`src/rtl/mi4_pkg.sv`:
```
// shared constants, types and index helpers for the 4x4 matrix inverter
`default_nettype none
package mi4_pkg;

  localparam int VALUE_WIDTH   = 16;
  localparam int FRACTION_BITS = 8;
  localparam int ELEM_W        = 16;
  localparam int IDX_W         = 4;
  localparam int PAIR_W        = 2 * VALUE_WIDTH;
  localparam int PROD_W        = 3 * VALUE_WIDTH;
  localparam int COF_W         = 3 * VALUE_WIDTH + 1;
  localparam int DET_W         = 4 * VALUE_WIDTH + 2;
  localparam int REM_W         = DET_W + 1;
  localparam int NUM_W         = PROD_W + 2 * FRACTION_BITS;
  localparam int DIV_CNT_W     = $clog2(NUM_W);
  localparam logic [IDX_W-1:0] LAST_IDX = IDX_W'(15);
  localparam logic [2:0]       LAST_TERM = 3'd5;
  localparam logic [2:0]       LAST_PHASE = 3'd4;
  localparam logic [IDX_W-1:0] LAST_ROW = IDX_W'(3);

  typedef enum logic [3:0] {
    DP_NOP,
    DP_LOAD,
    DP_TERM_A,
    DP_TERM_B,
    DP_TERM_C,
    DP_TERM_ACC,
    DP_COF_WR,
    DP_DET_MUL,
    DP_DET_ACC,
    DP_SETUP,
    DP_DIV_INIT,
    DP_DIV_STEP,
    DP_DIV_FIN,
    DP_SING
  } dp_op_e;

  typedef enum logic [3:0] {
    ST_LOAD,
    ST_TERM,
    ST_COF_WR,
    ST_DET,
    ST_CHECK,
    ST_DIV_RD,
    ST_DIV_INIT,
    ST_DIV,
    ST_DIV_FIN,
    ST_SING
  } ctl_state_e;

  typedef struct packed {
    dp_op_e           op;
    logic [IDX_W-1:0] mat_addr;
    logic [IDX_W-1:0] cof_addr;
    logic             neg;
    logic             first;
    logic             last;
  } dp_cmd_t;

  typedef struct packed {
    logic det_zero;
  } dp_stat_t;

  // minor column for term t, minor row j (six permutations, odd ones last)
  function automatic logic [1:0] perm_col(logic [2:0] t, logic [1:0] j);
    logic [5:0] p;
    case (t)
      3'd0:    p = {2'd2, 2'd1, 2'd0};
      3'd1:    p = {2'd0, 2'd2, 2'd1};
      3'd2:    p = {2'd1, 2'd0, 2'd2};
      3'd3:    p = {2'd1, 2'd2, 2'd0};
      3'd4:    p = {2'd0, 2'd1, 2'd2};
      default: p = {2'd2, 2'd0, 2'd1};
    endcase
    return p[{j, 1'b0} +: 2];
  endfunction

  // row-major address of factor j of term t of the cofactor at row n[1:0], col n[3:2]
  function automatic logic [IDX_W-1:0] minor_addr(logic [IDX_W-1:0] n, logic [2:0] t,
                                                  logic [1:0] j);
    logic [1:0] pc;
    logic [1:0] mr;
    logic [1:0] ac;
    pc = perm_col(t, j);
    mr = (j >= n[1:0]) ? j + 2'd1 : j;
    ac = (pc >= n[3:2]) ? pc + 2'd1 : pc;
    return {mr, ac};
  endfunction

  function automatic logic term_neg(logic [IDX_W-1:0] n, logic [2:0] t);
    return (t >= 3'd3) ^ n[0] ^ n[2];
  endfunction

endpackage
`default_nettype wire

```
`src/rtl/mi4_controller.sv`:
```
// controller: load counting, cofactor/determinant sequencing, divider and output control
`default_nettype none
module mi4_controller
  import mi4_pkg::*;
(
  input  wire      clk_i,
  input  wire      rst_ni,
  input  wire      in_valid_i,
  output logic     in_ready_o,
  output logic     out_valid_o,
  input  wire      out_ready_i,
  input  dp_stat_t stat_i,
  output dp_cmd_t  cmd_o
);

  ctl_state_e           state_q, state_d;
  logic [IDX_W-1:0]     cnt_q, cnt_d;
  logic [2:0]           t_q, t_d;
  logic [2:0]           ph_q, ph_d;
  logic [DIV_CNT_W-1:0] dc_q, dc_d;
  logic                 ov_q, ov_d;
  logic                 out_free;

  assign out_free    = !ov_q || out_ready_i;
  assign in_ready_o  = (state_q == ST_LOAD);
  assign out_valid_o = ov_q;

  always_ff @(posedge clk_i or negedge rst_ni) begin
    if (!rst_ni) begin
      state_q <= ST_LOAD;
      cnt_q   <= '0;
      t_q     <= '0;
      ph_q    <= '0;
      dc_q    <= '0;
      ov_q    <= 1'b0;
    end else begin
      state_q <= state_d;
      cnt_q   <= cnt_d;
      t_q     <= t_d;
      ph_q    <= ph_d;
      dc_q    <= dc_d;
      ov_q    <= ov_d;
    end
  end

  always_comb begin
    state_d        = state_q;
    cnt_d          = cnt_q;
    t_d            = t_q;
    ph_d           = ph_q;
    dc_d           = dc_q;
    ov_d           = ov_q && !out_ready_i;
    cmd_o.op       = DP_NOP;
    cmd_o.mat_addr = cnt_q;
    cmd_o.cof_addr = cnt_q;
    cmd_o.neg      = term_neg(cnt_q, t_q);
    cmd_o.first    = 1'b0;
    cmd_o.last     = (cnt_q == LAST_IDX);
    case (state_q)
      ST_LOAD: begin
        if (in_valid_i) begin
          cmd_o.op = DP_LOAD;
          cnt_d    = cnt_q + 1'b1;
          if (cnt_q == LAST_IDX) begin
            state_d = ST_TERM;
            t_d     = '0;
            ph_d    = '0;
          end
        end
      end
      ST_TERM: begin
        // read issued one phase ahead of its use
        cmd_o.mat_addr = minor_addr(cnt_q, t_q, ph_q[1:0]);
        cmd_o.first    = (t_q == 3'd0);
        case (ph_q)
          3'd1:    cmd_o.op = DP_TERM_A;
          3'd2:    cmd_o.op = DP_TERM_B;
          3'd3:    cmd_o.op = DP_TERM_C;
          3'd4:    cmd_o.op = DP_TERM_ACC;
          default: cmd_o.op = DP_NOP;
        endcase
        if (ph_q == LAST_PHASE) begin
          ph_d = '0;
          if (t_q == LAST_TERM) begin
            state_d = ST_COF_WR;
          end else begin
            t_d = t_q + 3'd1;
          end
        end else begin
          ph_d = ph_q + 3'd1;
        end
      end
      ST_COF_WR: begin
        cmd_o.op = DP_COF_WR;
        t_d      = '0;
        ph_d     = '0;
        cnt_d    = cnt_q + 1'b1;
        if (cnt_q == LAST_IDX) begin
          state_d = ST_DET;
        end else begin
          state_d = ST_TERM;
        end
      end
      ST_DET: begin
        cmd_o.cof_addr = {cnt_q[1:0], 2'b00};
        cmd_o.first    = (cnt_q == '0);
        case (ph_q)
          3'd1:    cmd_o.op = DP_DET_MUL;
          3'd2:    cmd_o.op = DP_DET_ACC;
          default: cmd_o.op = DP_NOP;
        endcase
        if (ph_q == 3'd2) begin
          ph_d = '0;
          if (cnt_q == LAST_ROW) begin
            state_d = ST_CHECK;
            cnt_d   = '0;
          end else begin
            cnt_d = cnt_q + 1'b1;
          end
        end else begin
          ph_d = ph_q + 3'd1;
        end
      end
      ST_CHECK: begin
        cmd_o.op = DP_SETUP;
        state_d  = stat_i.det_zero ? ST_SING : ST_DIV_RD;
      end
      ST_DIV_RD: begin
        state_d = ST_DIV_INIT;
      end
      ST_DIV_INIT: begin
        cmd_o.op = DP_DIV_INIT;
        dc_d     = DIV_CNT_W'(NUM_W - 1);
        state_d  = ST_DIV;
      end
      ST_DIV: begin
        cmd_o.op = DP_DIV_STEP;
        dc_d     = dc_q - 1'b1;
        if (dc_q == '0) begin
          state_d = ST_DIV_FIN;
        end
      end
      ST_DIV_FIN: begin
        if (out_free) begin
          cmd_o.op = DP_DIV_FIN;
          ov_d     = 1'b1;
          cnt_d    = cnt_q + 1'b1;
          state_d  = (cnt_q == LAST_IDX) ? ST_LOAD : ST_DIV_RD;
        end
      end
      ST_SING: begin
        if (out_free) begin
          cmd_o.op = DP_SING;
          ov_d     = 1'b1;
          cnt_d    = '0;
          state_d  = ST_LOAD;
        end
      end
      default: state_d = ST_LOAD;
    endcase
  end

endmodule
`default_nettype wire
```
`config.mk`:
```
export PLATFORM = sky130hd
export DESIGN_NAME = mi4_controller
export DESIGN_NICKNAME = d
export VERILOG_FILES = /design/src/rtl/mi4_pkg.sv /design/src/rtl/mi4_controller.sv
export SDC_FILE = /design/constraint.sdc
export NUM_CORES = 1
export LEC_CHECK = 0
export ABC_AREA = 1
export BUFFER_PORTS_ARGS = -buffer_cell sky130_fd_sc_hd__clkbuf_2
export CAP_MARGIN = 0
export CORE_MARGIN = 2
export CORE_UTILIZATION = 46
export CTS_CLUSTER_SIZE = 16
export DETAILED_ROUTE_END_ITERATION = 16
export GPL_TIMING_DRIVEN = 0
export PLACE_DENSITY = 0.65
export SETUP_SLACK_MARGIN = 0.4
export SYNTH_ARGS = -nofsm -noshare
export SYNTH_HDL_FRONTEND = slang
export SYNTH_SLANG_ARGS = --single-unit
```
`constraint.sdc`:
```
create_clock -name clk_i -period 3.1 [get_ports clk_i]
set_input_delay 0.62 -clock clk_i [delete_from_list [all_inputs] [get_ports clk_i]]
set_output_delay 0.62 -clock clk_i [all_outputs]
set_load 0.005 [all_outputs]
```
==> results by group <==
Outcome
  • Outcome: completed

Setup path
  • CP Data Arrival Time: roughly 2.3 ns
  • Req. time, crit path: 2.48 ns
  • Crit Path Category: flip-flop to output pin
  • Critical path's slowest cell: dfrtp_2
  • Crit path buf inv count: 7
  • Startpoint types: flip-flop
  • R2R setup slack: 1.45 ns
  • Crit path top cell by count: inv_2
  • Critical path's largest stage delay: roughly 0.44 ns
  • Critical path peak fanout: 5
  • Worst-path cell chain: clkinv_4, buf_6, ha_4, nor2_2, nor2_1, o21ai_1, nand2_2, inv_2, ha_4, inv_2, nand2_2, a21oi_4, inv_2, nand2_2, inv_2, nand2_1, nand3_1, nand2_1, clkbuf_2
  • CP top delay family: buffers and inverters
  • Crit end category: output pin

Placement
  • Placed inst area: 0.00204 mm²
  • Post-DP HPWL: around 3400 µm
  • Number of port buffers: 21
  • GPL Wtd Cong: 0.912
  • Pre-CTS WS: 0.189 ns

Floorplanning
  • IO Pins: 22
  • Row count: 23
  • Core Footprint: 0.00397 mm²
  • Die Width: 67.9 µm
  • Die Footprint: 0.00461 mm²
  • Die Height: roughly 68 µm
  • Initial Util: 47.3%

Logic synthesis
  • Cell variety after synth: 30
  • Yosys reg bits: 21
  • Post-synthesis sequential area ratio: 28.0%
  • YS warnings: 0
  • Syn_area_per_cell: around 7 µm²
  • Synthesized area: 0.00188 mm²
  • Post-synthesis cell count: 276
  • Syn Nets: 298

Clock network
  • H-tree depth: 1
  • CTS sink count: 21
  • Clock Pin Slew Worst Setup and Hold Paths: about 0.08 ns
  • Hold bufs inserted after CTS: 0
  • Total CTS buffers: 3
  • Clock root cell: clkbuf_8
  • Skew-Pair Late Insertion Delay: 0.26 ns
  • CTS tree: yes
  • Max Root-Sink Buffers: 2

STA
  • Setup-violating endpoint count in the final report: 0
  • RSZ-0062 raised after global routing: true
  • Final Skew: 0.00365 ns
  • Fin. max-slew vios: 0
  • Final Cycle Share: between 90% and 100%
  • Final hold vios: 0
  • Hold WS: 0.324 ns
  • Fin crit period: 2.94 ns
  • Setup ws final: 0.160 ns
  • Slew @ Worst Pin: 0.547 ns
  • Relative slew slack: a little under two thirds
  • F_max: 0.340 GHz

Layout
  • Ant diodes: 0
  • Total Nets Final: 331
  • Final core area utilization: 57.7%
  • Share of layout cells above drive strength 1: 30.5%
  • Design area: 0.00229 mm²
  • Layout area overhead: 22.1%

Min path
  • Worst min-delay path class: input pin to asynchronous set/reset pin

Run
  • Max-Cap Viols: 0

GRT
  • Initial antenna violation count: 0
  • GRT Util Overall: 21.0%
  • Largest net degree at the start of global routing: 22
  • Vias in the first global route: 1,685
  • Grt ovf: 0
  • First-pass GRT wire length: 7380 µm

Drt
  • Via count: 1,828
  • Routed vias/inst: 5.11
  • Routed len/inst: 12.5 µm
  • 1st-iter DRT viols: 48
  • Drt total wl: approximately 4500 µm
  • Antenna-violating nets left: 0
  • Pre-Repair DR Iteration Count: 4
  • DRC Markers: 0

Power
  • Overall Power: between 2 and 3 mW
  • PwrDens: 1180 mW/mm²
  • Leakage: 1.20 nW
  • Worst-case vdd ir drop: 411 µV
==> report_power, final <==
part           leakage [nW]  total [mW]  switching, mW  internal (mW)
sequential            0.268       0.543          0.149          0.394
clock                0.0255       0.182         0.0924         0.0897
combinational         0.904        1.99           1.15          0.843
total                  1.20        2.71           1.39           1.33
==> synth_stat cells <==
cell type	instances	share of area (%)
nand2_1	78	16
inv_1	34	6.8
dfrtp_1	21	28
ha_1	17	11
nor2_1	17	3.4
a21oi_1	15	4.0
o21ai_0	15	4.0
o21ai_1	12	3.2
inv_2	11	2.2
nand2_2	9	3.0
nand3_1	9	2.4
nor3_1	6	1.6
xor2_1	4	1.9
nor2_4	3	1.8
nor3_2	3	1.6
o22ai_1	3	1.0
buf_6	2	1.2
nor2_2	2	0.67
o2111ai_1	2	0.93
o211ai_1	2	0.80
or2_0	2	0.67
a22o_1	1	0.47
buf_2	1	0.27
clkinv_1	1	0.20
nand2_4	1	0.60
nor3b_1	1	0.40
nor4_2	1	0.67
o221ai_1	1	0.47
o311ai_0	1	0.47
o31ai_1	1	0.40
==> state kept, by name, indices dropped and copies added (netlist names) <==
signal	cells
cnt_q	4
t_q	3
state_q	4
out_valid_o	1
ph_q	3
dc_q	6
==> cells in the final DEF (no fill, tap or decap), types with 5 or more instances in the layout <==
cell type,synthesis,routed
a21oi_1,15,14
ha_1,17,10
dfrtp_1,21,18
nor3_1,6,6
nor2_1,17,16
o21ai_0,15,14
o21ai_1,12,12
inv_2,11,17
ha_4,0,6
inv_1,34,26
nand2_1,78,73
clkbuf_2,0,20
buf_4,0,5
nand2_2,9,14
nand3_1,9,8
==> path summary, 6_finish.rpt <==
path,startpoint,cells after the start,endpoint
max,t_q[0]$_DFFE_PN0P_,19,cmd_o[8]
min,rst_ni,1,dc_q[5]$_DFFE_PN0P_
max reg2reg,ph_q[1]$_DFFE_PN0P_,8,cnt_q[3]$_DFFE_PN0P_
min reg2reg,dc_q[5]$_DFFE_PN0P_,1,dc_q[5]$_DFFE_PN0P_
max in group asynchronous,rst_ni,1,ph_q[0]$_DFFE_PN0P_
min in group clk_i,dc_q[5]$_DFFE_PN0P_,1,dc_q[5]$_DFFE_PN0P_
==> logic make-up (layout without fill, tap and decap cells) <==
group | after synthesis | after routing | synth area share, %
AND/OR/NAND/NOR | 132 | 132 | 32.4
AO/OA/AOI/OAI | 53 | 53 | 15.7
XOR/XNOR | 4 | 4 | 1.87
flip-flops | 21 | 21 | 28.0
adder cells (fa/ha/maj) | 17 | 17 | 11.3
buffers and inverters | 49 | 81 | 10.7
==> routing by layer <==
layer	track usage, %	vias up	wire length, µm
met1	29.3	834	2170
met5	0	-	0
li1	-	949	-
met3	1.64	7	127
met4	6.50	0	68
met2	34.8	38	2120
==> area by class of cell <==
type / count / area, µm²
repair buffers: 28 / 165
clock buffers: 3 / 41.3
multi-input cells: 206 / 1280
fillers: 417 / 1680
clock inverters: 1 / 5.00
flip-flops and latches: 21 / 529
plain buffers: 3 / 27.5
inverters: 46 / 183
well taps: 50 / 62.6
==> per-stage QoR <==
step	cells	setup TNS, ns
2_1_floorplan	276	0
3_3_place_gp	347	0
3_5_place_dp	347	0
4_1_cts	356	0
5_1_grt	358	-0.0191
6_report	358	0
==> repair_timing <==
item / 4_1_cts / 5_1_grt
setup endpoints to repair: 2 / 4
resized for setup: 28 / 15
buffers inserted: 5 / 2
pin swaps: 13 / 7
(Power assumes the default switching activity.)
